--- config.mk ---
export PLATFORM = sky130hd
export DESIGN_NAME = position_geofence_stim_trigger_unit
export DESIGN_NICKNAME = d
export VERILOG_FILES = /design/src/rtl/pgst_pkg.sv /design/src/rtl/pgst_front.sv /design/src/rtl/pgst_back.sv /design/src/rtl/position_geofence_stim_trigger_unit.sv
export SDC_FILE = /design/constraint.sdc
export NUM_CORES = 2
export LEC_CHECK = 0
export BUFFER_PORTS_ARGS = -buffer_cell sky130_fd_sc_hd__buf_2
export CORE_MARGIN = 8
export CORE_UTILIZATION = 37
export DETAILED_ROUTE_END_ITERATION = 12
export GPL_ROUTABILITY_DRIVEN = 0
export GPL_TIMING_DRIVEN = 0
export HOLD_SLACK_MARGIN = 0.1
export PLACE_DENSITY_LB_ADDON = 0.25
export SYNTH_ARGS = -nofsm -noshare
export SYNTH_HDL_FRONTEND = slang
export SYNTH_HIERARCHICAL = 1
export SYNTH_SLANG_ARGS = --single-unit
export TNS_END_PERCENT = 100
--- constraint.sdc ---
create_clock -name clk -period 8.9 [get_ports clk]
set_clock_uncertainty 0.05 [all_clocks]
set_input_delay 0 -clock clk [delete_from_list [all_inputs] [get_ports clk]]
set_output_delay 0 -clock clk [all_outputs]
set_load 0.01 [all_outputs]
--- src/rtl/pgst_pkg.sv ---
// pgst_pkg: shared types and constants for the position geofence stim trigger
// holds the command, table entry, result and register types used by front, back and top
// no dependencies
package pgst_pkg;

    // coordinate and counter widths
    localparam int COORD_W      = 16;
    localparam int IN_TDATA_W   = 56;
    localparam int IN_TUSER_W   = 2;
    localparam int OUT_TDATA_W  = 8;
    localparam int CFG_INDEX_W  = 2;
    localparam int CFG_DATA_W   = 16;

    localparam logic [15:0] ELAPSED_MAX  = 16'hFFFF;
    localparam logic [15:0] PERIOD_RESET = 16'd100;

    // input item kinds
    typedef enum logic [1:0] {
        OP_POS    = 2'd0,
        OP_TICK   = 2'd1,
        OP_CIRCLE = 2'd2,
        OP_NONE   = 2'd3
    } op_t;

    // configuration register indexes
    typedef enum logic [1:0] {
        CFG_ENABLE  = 2'd0,
        CFG_CHANNEL = 2'd1,
        CFG_PERIOD  = 2'd2
    } cfg_reg_t;

    // classified command passed from front to back
    typedef struct packed {
        op_t         op;
        logic        pos_ok;
        logic        wr_ok;
        logic [15:0] x;
        logic [15:0] y;
        logic [15:0] radius;
        logic [2:0]  circle_index;
        logic        circle_valid;
    } cmd_t;

    // one circle table entry
    typedef struct packed {
        logic [15:0] x;
        logic [15:0] y;
        logic [15:0] radius;
    } entry_t;

    // register settings seen by the back end
    typedef struct packed {
        logic        enable;
        logic [1:0]  out_channel;
        logic [15:0] period_ms;
    } cfg_t;

    // result word, trigger in bit 0
    typedef struct packed {
        logic        pad;
        logic [2:0]  match_index;
        logic        inside_res;
        logic [1:0]  trigger_channel;
        logic        trigger;
    } out_t;

endpackage

--- src/rtl/pgst_front.sv ---
// pgst_front: input side, unpacks and classifies items and buffers them in a two-entry queue
// depends on pgst_pkg
module pgst_front #(
    parameter int NUM_CIRCLES = 8
) (
    input  logic                             clk,
    input  logic                             rst_n,
    input  logic                             s_axis_tvalid,
    output logic                             s_axis_tready,
    // coord_x [15:0], coord_y [31:16], circle_index [34:32], radius [50:35],
    // circle_valid [51], zero [55:52]
    input  logic [pgst_pkg::IN_TDATA_W-1:0]  s_axis_tdata,
    // opcode [1:0]
    input  logic [pgst_pkg::IN_TUSER_W-1:0]  s_axis_tuser,
    output logic                             q_valid,
    output pgst_pkg::cmd_t                   q_cmd,
    input  logic                             q_pop
);
    import pgst_pkg::*;

    localparam logic [6:0] NUM_ENTRIES = 7'(NUM_CIRCLES);

    cmd_t       cmd_in;
    cmd_t       slot_reg [2];
    logic       wr_ptr_reg;
    logic       rd_ptr_reg;
    logic [1:0] count_reg;
    logic       push;

    // unpack and classify the incoming item
    always_comb
    begin
        cmd_in.op           = op_t'(s_axis_tuser);
        cmd_in.x            = s_axis_tdata[15:0];
        cmd_in.y            = s_axis_tdata[31:16];
        cmd_in.circle_index = s_axis_tdata[34:32];
        cmd_in.radius       = s_axis_tdata[50:35];
        cmd_in.circle_valid = s_axis_tdata[51];
        cmd_in.pos_ok       = 1'b0;
        cmd_in.wr_ok        = 1'b0;
        unique case (cmd_in.op) inside
            OP_POS:
            begin
                cmd_in.pos_ok = (cmd_in.x != '0) && (cmd_in.y != '0);
            end
            OP_CIRCLE:
            begin
                cmd_in.wr_ok = {4'd0, cmd_in.circle_index} < NUM_ENTRIES;
            end
            OP_TICK, OP_NONE:
            begin
                cmd_in.pos_ok = 1'b0;
            end
            default:
            begin
                cmd_in.wr_ok = 1'b0;
            end
        endcase
    end

    assign s_axis_tready = (count_reg != 2'd2);
    assign push          = s_axis_tvalid && s_axis_tready;
    assign q_valid       = (count_reg != 2'd0);
    assign q_cmd         = slot_reg[rd_ptr_reg];

    // queue payload
    always_ff @(posedge clk)
    begin
        if (push)
        begin
            slot_reg[wr_ptr_reg] <= cmd_in;
        end
    end

    // queue pointers and fill count
    always_ff @(posedge clk or negedge rst_n)
    begin
        if (!rst_n)
        begin
            wr_ptr_reg <= 1'b0;
            rd_ptr_reg <= 1'b0;
            count_reg  <= 2'd0;
        end
        else
        begin
            if (push)
            begin
                wr_ptr_reg <= ~wr_ptr_reg;
            end
            if (q_pop)
            begin
                rd_ptr_reg <= ~rd_ptr_reg;
            end
            if (push && !q_pop)
            begin
                count_reg <= count_reg + 2'd1;
            end
            else if (!push && q_pop)
            begin
                count_reg <= count_reg - 2'd1;
            end
        end
    end

`ifndef SYNTHESIS
    a_count_bound: assert property (@(posedge clk) disable iff (!rst_n)
        count_reg != 2'd3)
        else $error("queue count out of range");

    a_pop_nonempty: assert property (@(posedge clk) disable iff (!rst_n)
        q_pop |-> q_valid)
        else $error("pop from empty queue");

    a_push_grows: assert property (@(posedge clk) disable iff (!rst_n)
        (push && !q_pop) |=> count_reg == $past(count_reg) + 2'd1)
        else $error("transfer in did not grow the queue");
`endif

endmodule

--- src/rtl/pgst_back.sv ---
// pgst_back: executes queued commands, scans the circle table and produces one result per item
// depends on pgst_pkg
module pgst_back #(
    parameter int NUM_CIRCLES  = 8,
    parameter int NUM_CHANNELS = 4
) (
    input  logic                             clk,
    input  logic                             rst_n,
    input  logic                             q_valid,
    input  pgst_pkg::cmd_t                   q_cmd,
    output logic                             q_pop,
    input  pgst_pkg::cfg_t                   cfg,
    output logic                             m_axis_tvalid,
    input  logic                             m_axis_tready,
    output logic [pgst_pkg::OUT_TDATA_W-1:0] m_axis_tdata
);
    import pgst_pkg::*;

    localparam int IDX_W = (NUM_CIRCLES > 1) ? $clog2(NUM_CIRCLES) : 1;
    localparam int CNT_W = $clog2(NUM_CIRCLES + 1);
    localparam logic [CNT_W-1:0] CNT_END  = CNT_W'(NUM_CIRCLES);
    localparam logic [2:0]       CHAN_NUM = 3'(NUM_CHANNELS);
    localparam logic [1:0]       CHAN_MAX = 2'(NUM_CHANNELS - 1);

    typedef enum logic [2:0] {
        S_IDLE   = 3'b001,
        S_SCAN   = 3'b010,
        S_FINISH = 3'b100
    } state_t;

    state_t             state_reg, state_next;
    cmd_t               cmd_reg;
    logic [15:0]        px_reg, py_reg;
    logic               known_reg;
    logic [NUM_CIRCLES-1:0] valid_reg;
    entry_t             mem [NUM_CIRCLES];
    entry_t             rd_reg;
    logic [CNT_W-1:0]   issue_cnt_reg;

    logic               a_vld_reg, a_en_reg;
    logic [IDX_W-1:0]   a_idx_reg;
    logic               b_vld_reg, b_en_reg;
    logic [IDX_W-1:0]   b_idx_reg;
    logic [15:0]        b_dx_reg, b_dy_reg, b_r_reg;
    logic               c_vld_reg, c_en_reg;
    logic [IDX_W-1:0]   c_idx_reg;
    logic [31:0]        c_dx2_reg, c_dy2_reg, c_r2_reg;
    logic               hit_reg;
    logic [IDX_W-1:0]   which_reg;

    logic [15:0]        elapsed_reg, elapsed_next, elapsed_inc;
    logic               m_valid_reg;
    out_t               out_reg, out_next;

    logic               take, issue, scan_done, out_free, finish;
    logic               mem_we, tbl_wr;
    logic [IDX_W-1:0]   wr_addr, rd_addr;
    logic [32:0]        dist_sq;
    logic               in_circle;
    logic               point_in, fire;
    logic [1:0]         chan;

    // handshake and sequencing terms
    assign take      = (state_reg == S_IDLE) && q_valid;
    assign q_pop     = take;
    assign issue     = (state_reg == S_SCAN) && (issue_cnt_reg != CNT_END);
    assign scan_done = (issue_cnt_reg == CNT_END) && !a_vld_reg && !b_vld_reg && !c_vld_reg;
    assign out_free  = !m_valid_reg || m_axis_tready;
    assign finish    = (state_reg == S_FINISH) && out_free;
    assign tbl_wr    = take && (q_cmd.op == OP_CIRCLE) && q_cmd.wr_ok;
    assign mem_we    = tbl_wr && q_cmd.circle_valid;
    assign wr_addr   = IDX_W'(q_cmd.circle_index);
    assign rd_addr   = issue_cnt_reg[IDX_W-1:0];

    // sequencer
    always_comb
    begin
        state_next = state_reg;
        unique case (state_reg)
            S_IDLE:
            begin
                if (q_valid)
                begin
                    state_next = S_SCAN;
                end
            end
            S_SCAN:
            begin
                if (scan_done)
                begin
                    state_next = S_FINISH;
                end
            end
            S_FINISH:
            begin
                if (out_free)
                begin
                    state_next = S_IDLE;
                end
            end
            default:
            begin
                state_next = S_IDLE;
            end
        endcase
    end

    // circle table, one write and one registered read per cycle
    always_ff @(posedge clk)
    begin
        if (mem_we)
        begin
            mem[wr_addr] <= '{x: q_cmd.x, y: q_cmd.y, radius: q_cmd.radius};
        end
        rd_reg <= mem[rd_addr];
    end

    // scan pipeline payload: distance terms then squares
    always_ff @(posedge clk)
    begin
        a_idx_reg <= rd_addr;
        b_idx_reg <= a_idx_reg;
        b_dx_reg  <= (px_reg >= rd_reg.x) ? px_reg - rd_reg.x : rd_reg.x - px_reg;
        b_dy_reg  <= (py_reg >= rd_reg.y) ? py_reg - rd_reg.y : rd_reg.y - py_reg;
        b_r_reg   <= rd_reg.radius;
        c_idx_reg <= b_idx_reg;
        c_dx2_reg <= {16'd0, b_dx_reg} * {16'd0, b_dx_reg};
        c_dy2_reg <= {16'd0, b_dy_reg} * {16'd0, b_dy_reg};
        c_r2_reg  <= {16'd0, b_r_reg} * {16'd0, b_r_reg};
    end

    // final compare of the scan
    assign dist_sq   = {1'b0, c_dx2_reg} + {1'b0, c_dy2_reg};
    assign in_circle = c_vld_reg && c_en_reg && (dist_sq <= {1'b0, c_r2_reg});

    // tick handling and result word
    always_comb
    begin
        elapsed_inc = (elapsed_reg != ELAPSED_MAX) ? elapsed_reg + 16'd1 : elapsed_reg;
        point_in    = hit_reg && known_reg;
        fire        = (cmd_reg.op == OP_TICK) && cfg.enable && point_in
                      && (elapsed_inc >= cfg.period_ms);
        chan        = ({1'b0, cfg.out_channel} >= CHAN_NUM) ? CHAN_MAX : cfg.out_channel;
        elapsed_next = elapsed_reg;
        if (finish && (cmd_reg.op == OP_TICK))
        begin
            elapsed_next = fire ? 16'd0 : elapsed_inc;
        end
        out_next.pad             = 1'b0;
        out_next.match_index     = point_in ? 3'(which_reg) : 3'd0;
        out_next.inside_res      = point_in;
        out_next.trigger_channel = chan;
        out_next.trigger         = fire;
    end

    // command, point and result payload
    always_ff @(posedge clk)
    begin
        if (take)
        begin
            cmd_reg <= q_cmd;
            if ((q_cmd.op == OP_POS) && q_cmd.pos_ok)
            begin
                px_reg <= q_cmd.x;
                py_reg <= q_cmd.y;
            end
        end
        if (finish)
        begin
            out_reg <= out_next;
        end
    end

    // control state
    always_ff @(posedge clk or negedge rst_n)
    begin
        if (!rst_n)
        begin
            state_reg     <= S_IDLE;
            known_reg     <= 1'b0;
            valid_reg     <= '0;
            issue_cnt_reg <= '0;
            a_vld_reg     <= 1'b0;
            a_en_reg      <= 1'b0;
            b_vld_reg     <= 1'b0;
            b_en_reg      <= 1'b0;
            c_vld_reg     <= 1'b0;
            c_en_reg      <= 1'b0;
            hit_reg       <= 1'b0;
            which_reg     <= '0;
            elapsed_reg   <= ELAPSED_MAX;
            m_valid_reg   <= 1'b0;
        end
        else
        begin
            state_reg   <= state_next;
            elapsed_reg <= elapsed_next;
            a_vld_reg   <= issue;
            a_en_reg    <= issue && valid_reg[rd_addr];
            b_vld_reg   <= a_vld_reg;
            b_en_reg    <= a_en_reg;
            c_vld_reg   <= b_vld_reg;
            c_en_reg    <= b_en_reg;
            if (take)
            begin
                issue_cnt_reg <= '0;
                hit_reg       <= 1'b0;
                which_reg     <= '0;
                if ((q_cmd.op == OP_POS) && q_cmd.pos_ok)
                begin
                    known_reg <= 1'b1;
                end
                if (tbl_wr)
                begin
                    valid_reg[wr_addr] <= q_cmd.circle_valid;
                end
            end
            else
            begin
                if (issue)
                begin
                    issue_cnt_reg <= issue_cnt_reg + CNT_W'(1);
                end
                // circles arrive in index order, so the last match wins
                if (in_circle)
                begin
                    hit_reg   <= 1'b1;
                    which_reg <= c_idx_reg;
                end
            end
            if (finish)
            begin
                m_valid_reg <= 1'b1;
            end
            else if (m_axis_tready)
            begin
                m_valid_reg <= 1'b0;
            end
        end
    end

    assign m_axis_tvalid = m_valid_reg;
    assign m_axis_tdata  = out_reg;

`ifndef SYNTHESIS
    a_cnt_bound: assert property (@(posedge clk) disable iff (!rst_n)
        issue_cnt_reg <= CNT_END)
        else $error("scan counter past table end");

    a_trig_inside: assert property (@(posedge clk) disable iff (!rst_n)
        m_valid_reg |-> (!out_reg.trigger || out_reg.inside_res))
        else $error("trigger without a containing circle");

    a_load_finish: assert property (@(posedge clk) disable iff (!rst_n)
        $rose(m_valid_reg) |-> $past(state_reg == S_FINISH))
        else $error("result loaded outside finish");

    a_hit_scan: assert property (@(posedge clk) disable iff (!rst_n)
        $rose(hit_reg) |-> $past(state_reg == S_SCAN))
        else $error("match flag set outside scan");
`endif

endmodule

--- src/rtl/position_geofence_stim_trigger_unit.sv ---
// position_geofence_stim_trigger_unit: top level with register file, front queue and back end
// depends on pgst_pkg, pgst_front and pgst_back
//
// Takes position samples, millisecond ticks and circle table writes on one input stream
// and returns one result transfer per item: trigger flag, channel, whether the stored point
// lies in a valid circle, and the highest matching circle index. Each item occupies the back
// end while it applies the update, makes one table read per circle through a four-stage
// distance and compare pipeline, and loads the result register. A two-entry queue ahead of
// the back end takes items while a scan runs, and a result may wait in its output register
// while the next item is processed. Configuration writes are taken every cycle.
module position_geofence_stim_trigger_unit #(
    parameter int NUM_CIRCLES  = 8,
    parameter int NUM_CHANNELS = 4
) (
    input  logic                              clk,
    input  logic                              rst_n,
    input  logic                              s_axis_tvalid,
    output logic                              s_axis_tready,
    // coord_x [15:0], coord_y [31:16], circle_index [34:32], radius [50:35],
    // circle_valid [51], zero [55:52]
    input  logic [pgst_pkg::IN_TDATA_W-1:0]   s_axis_tdata,
    // opcode [1:0]
    input  logic [pgst_pkg::IN_TUSER_W-1:0]   s_axis_tuser,
    output logic                              m_axis_tvalid,
    input  logic                              m_axis_tready,
    // trigger [0], trigger_channel [2:1], inside_res [3], match_index [6:4], zero [7]
    output logic [pgst_pkg::OUT_TDATA_W-1:0]  m_axis_tdata,
    input  logic                              cfg_valid,
    output logic                              cfg_ready,
    input  logic [pgst_pkg::CFG_INDEX_W-1:0]  cfg_index,
    input  logic [pgst_pkg::CFG_DATA_W-1:0]   cfg_data
);
    import pgst_pkg::*;

    cfg_t cfg_reg;
    logic q_valid;
    cmd_t q_cmd;
    logic q_pop;

    assign cfg_ready = 1'b1;

    // register file
    always_ff @(posedge clk or negedge rst_n)
    begin
        if (!rst_n)
        begin
            cfg_reg.enable      <= 1'b0;
            cfg_reg.out_channel <= 2'd0;
            cfg_reg.period_ms   <= PERIOD_RESET;
        end
        else if (cfg_valid && cfg_ready)
        begin
            unique case (cfg_reg_t'(cfg_index))
                CFG_ENABLE:
                begin
                    cfg_reg.enable <= cfg_data[0];
                end
                CFG_CHANNEL:
                begin
                    cfg_reg.out_channel <= cfg_data[1:0];
                end
                CFG_PERIOD:
                begin
                    cfg_reg.period_ms <= cfg_data;
                end
                default:
                begin
                    cfg_reg <= cfg_reg;
                end
            endcase
        end
    end

    // input classification and queue
    pgst_front #(
        .NUM_CIRCLES(NUM_CIRCLES)
    ) u_front (
        .clk           (clk),
        .rst_n         (rst_n),
        .s_axis_tvalid (s_axis_tvalid),
        .s_axis_tready (s_axis_tready),
        .s_axis_tdata  (s_axis_tdata),
        .s_axis_tuser  (s_axis_tuser),
        .q_valid       (q_valid),
        .q_cmd         (q_cmd),
        .q_pop         (q_pop)
    );

    // execution, table scan and result register
    pgst_back #(
        .NUM_CIRCLES  (NUM_CIRCLES),
        .NUM_CHANNELS (NUM_CHANNELS)
    ) u_back (
        .clk           (clk),
        .rst_n         (rst_n),
        .q_valid       (q_valid),
        .q_cmd         (q_cmd),
        .q_pop         (q_pop),
        .cfg           (cfg_reg),
        .m_axis_tvalid (m_axis_tvalid),
        .m_axis_tready (m_axis_tready),
        .m_axis_tdata  (m_axis_tdata)
    );

endmodule

; Word level (Yosys, flattened, before mapping)
; Memory sizes are Yosys's and may differ from the RTL's. A register that Yosys moved wholly into a read port is not among the register bits.
; Index checks and enable logic that the tools add are counted.
[word_totals]
ff_bits = 260
latchBits = 0
ram_bits = 496
mem_bits_ro = 0
in_bits = 81
output_inout_bits = 11
word_cells = 149
n_memories = 2
[mem_list]
columns = memory, depth, word_bits, rd, rd_ports_with_merged_regs, write_ports, line_no
row1 = u_back.mem, 8, 48, 1, 1, 1, pgst_back.sv:36  ; entry_t mem [NUM_CIRCLES];
row2 = u_front.slot_reg, 2, 56, 1, 0, 1, pgst_front.sv:24  ; cmd_t slot_reg [2];
[op_classes]
n_addsub = 9
mul = 3
n_div = 0
order_cmp = 7
n_eq_ne = 15
shifts = 0
n_mux = 29
bitwise_logic = 2
n_reduce_logical = 46
[op_table]
columns = op, count
row1 = $mul A16 B16 Y32, 3
row2 = $mux W16, 4
row3 = $sub A16 B16 Y16, 4
row4 = $ge A16 B16 Y1, 3
row5 = $add A32 B32 Y33, 1
row6 = $le A33 B32 Y1, 1
row7 = $reduce_bool A16 Y1, 2
row8 = $logic_and A1 B1 Y1, 23
row9 = $add A16 B1 Y16 const B, 1
row10 = $ne A16 B16 Y1 const B, 1
row11 = $mux W3, 5
row12 = $mux W1, 12
row13 = $reduce_and A2 Y1, 5
row14 = $reduce_bool A2 Y1, 5
row15 = $pmux W3 S3, 1
row16 = $bwmux W8, 1
row17 = $lt A3 B4 Y1 const B, 2
row18 = $mux W4, 2
row19 = $eq A2 B2 Y1 const B, 3
row20 = $logic_not A1 Y1, 6
row21 = $logic_not A2 Y1, 3
row22 = $ne A2 B1 Y1 const B, 3
row23 = $add A4 B1 Y4 const B, 1
row24 = $eq A2 B1 Y1 const B, 2
row25 = 15 further kinds, 17

; Longest topological paths before layout
[logic_depth]
word_depth = 7
ltp_mapped = 25
ltp_nobuf = 24

; Modules after synthesis
; The synthesis kept the hierarchy.
[modules_own_cells]
columns = mod, instances, cells_per_inst, area_each_um2, seq_area_each_um2
row1 = pgst_back, 1, 4439, 49180.9, 17823.3
row2 = pgst_front, 1, 205, 4434.3, 3463.3
row3 = position_geofence_stim_trigger_unit, 1, 44, 788.3, 479.2

; Least setup slack after synthesis
; No wires, ideal clock.
[synth_path]
path_kind = register to register
start = reg u_back.b_r_reg[1]
end = reg u_back.c_r2_reg[31]
setup_ns = 0.079
t_arrival_ns = 6.242
required_ns = 8.771
setup_slack_ns = 2.529
stages_incl_launch_ff = 25
path_buffers = 2
period_less_slack_ns = 6.371
cell_sequence = dfxtp_1 clkbuf_1 clkbuf_1 nand2_1 inv_1 fa_1 inv_1 fa_1 inv_1 fa_1 fa_1 fa_1 inv_1 fa_1 inv_1 ha_1 and3_1 a221o_1 and3_1 nor4_1 a2111oi_0 o31ai_1 a21oi_1 or3_1 o211ai_1
[synth_between]
elab_chain_len = 1
[synth_rtl]
columns = item, line_no
row1 = "start, declared", pgst_back.sv:44  ; logic [15:0] b_dx_reg, b_dy_reg, b_r_reg;
row2 = "start signal, assigned", pgst_back.sv:125  ; b_r_reg <= rd_reg.radius;
row3 = $mul A16 B16 Y32, pgst_back.sv:129  ; c_r2_reg <= {16'd0, b_r_reg} * {16'd0, b_r_reg};
row4 = "end signal, assigned", pgst_back.sv:129
row5 = "end, declared", pgst_back.sv:47  ; logic [31:0] c_dx2_reg, c_dy2_reg, c_r2_reg;
; Every way passes these cells.
; A chain may end at the register's enable or synchronous reset.

; Worst setup path in the final report
[layout_path]
start = reg u_back.b_r_reg[4]
end = reg u_back.c_r2_reg[31]
; Same word-level chain as after synthesis.

==> results.json <==
{
  "insertion_delay_ns": 0.68,
  "async_flop_share": 0.0824,
  "core_mm2": 0.146,
  "grt_pass1_wl_um": 199000,
  "finalHoldViolations": 0,
  "vias": 34045,
  "synth_flop_cell": "edfxtp_1",
  "cts_sinks": 801,
  "cpPeakStageDelay_ns": 0.58,
  "ys_seq_area_frac": 0.400,
  "fp.dieArea_mm2": 0.160,
  "ys_warn_count": 6,
  "cts_made_buffers": 87,
  "path_max_fanout": 10,
  "cp.arrival_ns": 8.29,
  "synth_area_leaders": "edfxtp_1 (30%), fa_1 (18%), ha_1 (10%)",
  "fp.dieH_um": 399,
  "pin_count": 92,
  "grt_max_degree": 57,
  "rr_worst_depth": 22,
  "place_area_mm2": 0.0577,
  "ctsHtreeMaxLevel": 3,
  "path_cells": "clkbuf_1, clkbuf_1, nand2_1, fa_1, fa_1, inv_1, ha_1, fa_1, fa_1, inv_1, fa_1, inv_1, ha_1, and3_1, a221o_1, and3_1, nor4_1, a2111oi_0, o31ai_1, a21oi_1, or3_1, o211ai_1",
  "antenna_found_initial": 1,
  "firstDrtPassIters": 6,
  "slowest_stage": "clkbuf_1",
  "syn_nets": 5709,
  "fin_util": 0.427,
  "cp-start-kind": "flop",
  "min_period_over_period": 0.874,
  "cap_violations": 0,
  "crit_family": "adder cells",
  "crit_buf_inv": 5,
  "path_clk_slew_ns": 0.06,
  "port_buffers": 85,
  "drt_iter0_drc": 1770,
  "die_w_um": 399,
  "wl_per_cell_um": 17.7,
  "yosysMostFrequentCell": "inv_1",
  "hpwl_um": 94000,
  "yosys.area.top_type": "edfxtp_1",
  "syn2layout_area_growth_pct": 14.5,
  "drc": 0,
  "required_ns": 9.42,
  "finalMaxSlewViolations": 0,
  "avgSynthCellArea_um2": 11.6,
  "crit_cells": 22,
  "synth_edf_count": 537,
  "ys_types": 76,
  "post_drt_via_cell_ratio": 4.83,
  "grt_pass1_vias": 36062,
  "largest_reg_flops": 384,
  "worstHoldStart": "s_axis_tvalid",
  "whs_path_depth": 4,
  "initial_utilization": 0.373,
  "synth_seq_cells": 801,
  "ctsRootBufferMaster": "clkbuf_16",
  "cts_resized": 0,
  "n_fill_cell": 13673,
  "cts_tree": "built",
  "reg2reg_from": "u_back/b_r_reg[4]$_DFF_P_",
  "antenna_left": 0,
  "synth_top_area_frac": 0.296,
  "hp-class": "input pin to flop",
  "cp-end-kind": "flop",
  "setup_tns_ns": 0,
  "rsz0062_at_grt": "no",
  "syn_area_mm2": 0.0544,
  "rows": 140,
  "worstMarginPinSlew_ns": 1.23,
  "clock_path_buffers": 3,
  "relSlewSlack": 0.179,
  "drive_gt1_frac": 0.100,
  "setup_viol": 0,
  "syn_inst": 4688,
  "crit_start": "u_back/b_r_reg[4]$_DFF_P_",
  "wl_um": 124000,
  "cpMostUsedCell": "fa_1",
  "grt_use_total": 0.158,
  "overflow": 0,
  "status": "complete, no violations",
  "crit_type": "flop to flop",
  "min_period_ns": 7.78,
  "fmax_mhz": 129,
  "nets": 6071,
  "netlist_top_cells_count": "inv_1 (896), edfxtp_1 (537), fa_1 (491)",
  "final_area_mm2": 0.0623
}
## metrics by stage
step / setup WS, ns / hold slack (ns) / std cells
floorplan: 2.53 / -0.346 / 4688
global placement: -0.170 / 0.138 / 6690
detailed placement: 1.17 / -0.0398 / 6713
CTS: 1.13 / 0.136 / 7041
global route: 0.622 / 0.198 / 7041
finish: 1.12 / 0.193 / 7043
## kinds of logic (layout without fill, tap and decap cells)
| kind of cell | after synthesis | after routing | share of synthesized area |
|---|---|---|---|
| flops | 801 | 801 | 0.400 |
| other cells | 2 | 4 | 0.000138 |
| simple gates | 1003 | 1003 | 0.0863 |
| mux | 212 | 212 | 0.0664 |
| xor+xnor | 179 | 179 | 0.0288 |
| compound gates | 525 | 525 | 0.0623 |
| buf+inv | 1026 | 1462 | 0.0720 |
| fa+ha+maj | 940 | 940 | 0.284 |
## tightest hold or removal path, stage by stage
cell	delay [ns]
dlygate4sd3_1	0.52
buf_2	0.12
nand2_1	0.14
xnor2_1	0.08
## layout by cell type (no fill, tap or decap), drive strengths merged, types with 7 or more instances in the layout
master / instances
a2111oi: 7
a211oi: 19
a21boi: 9
a21o: 80
a21oi: 162
a31o: 7
a31oi: 14
and2: 130
and3: 23
buf: 139
clkbuf: 223
clkinv: 24
dfrtp: 46
dfstp: 20
dfxtp: 198
dlygate4sd3: 165
edfxtp: 537
fa: 491
ha: 449
inv: 901
mux2: 91
mux2i: 23
mux4: 98
nand2: 461
nand2b: 29
nand3: 42
nand4: 30
nor2: 166
nor2b: 37
nor3: 24
nor4: 19
o211ai: 10
o21a: 32
o21ai: 104
o21bai: 22
o31ai: 13
or2: 18
xnor2: 116
xor2: 63
## path summary, 6_finish.rpt
| kind | endpoint | slack [ns] |
|---|---|---|
| max in group asynchronous | cfg_reg[13]$_DFFE_PN0P_ | 6.94 |
| worst min-delay path | u_front/wr_ptr_reg$_DFFE_PN0N_ | 0.19 |
| min in group asynchronous | cfg_reg[2]$_DFFE_PN1P_ | 0.53 |
| worst max register to register | u_back/c_r2_reg[31]$_DFF_P_ | 1.12 |
| worst max-delay path | u_back/c_r2_reg[31]$_DFF_P_ | 1.12 |
| worst min register to register | u_back/b_idx_reg[2]$_DFF_P_ | 0.27 |
## cell type report
class / count / area, um2 / share of cell area
Tap cell: 1917 / 2400 / 0.0385
Timing Repair Buffer: 273 / 2470 / 0.0396
Sequential cell: 801 / 21800 / 0.350
Inverter: 897 / 3370 / 0.0541
Clock inverter: 38 / 462 / 0.00741
Clock buffer: 125 / 2450 / 0.0393
Buffer: 129 / 549 / 0.00882
Multi-Input combinational cell: 2861 / 28800 / 0.463
Antenna cell: 2 / 5.00 / 0.0000804
## routing by layer
layer  GRT usage  part of all wire  vias up
li1            -                 -    16235
met1       0.214              0.46    17034
met2       0.265              0.47      624
met3      0.0266             0.047      152
met4      0.0382             0.021        0
met5           0                 0        -
## timing repair
action	4_1_cts	5_1_grt
hold endpoints to repair	316	0
hold buffers	165	0
setup buffers	0	0
Power is not shown: default switching activity piles up to over one toggle a cycle in this logic, so the estimate is an artifact.
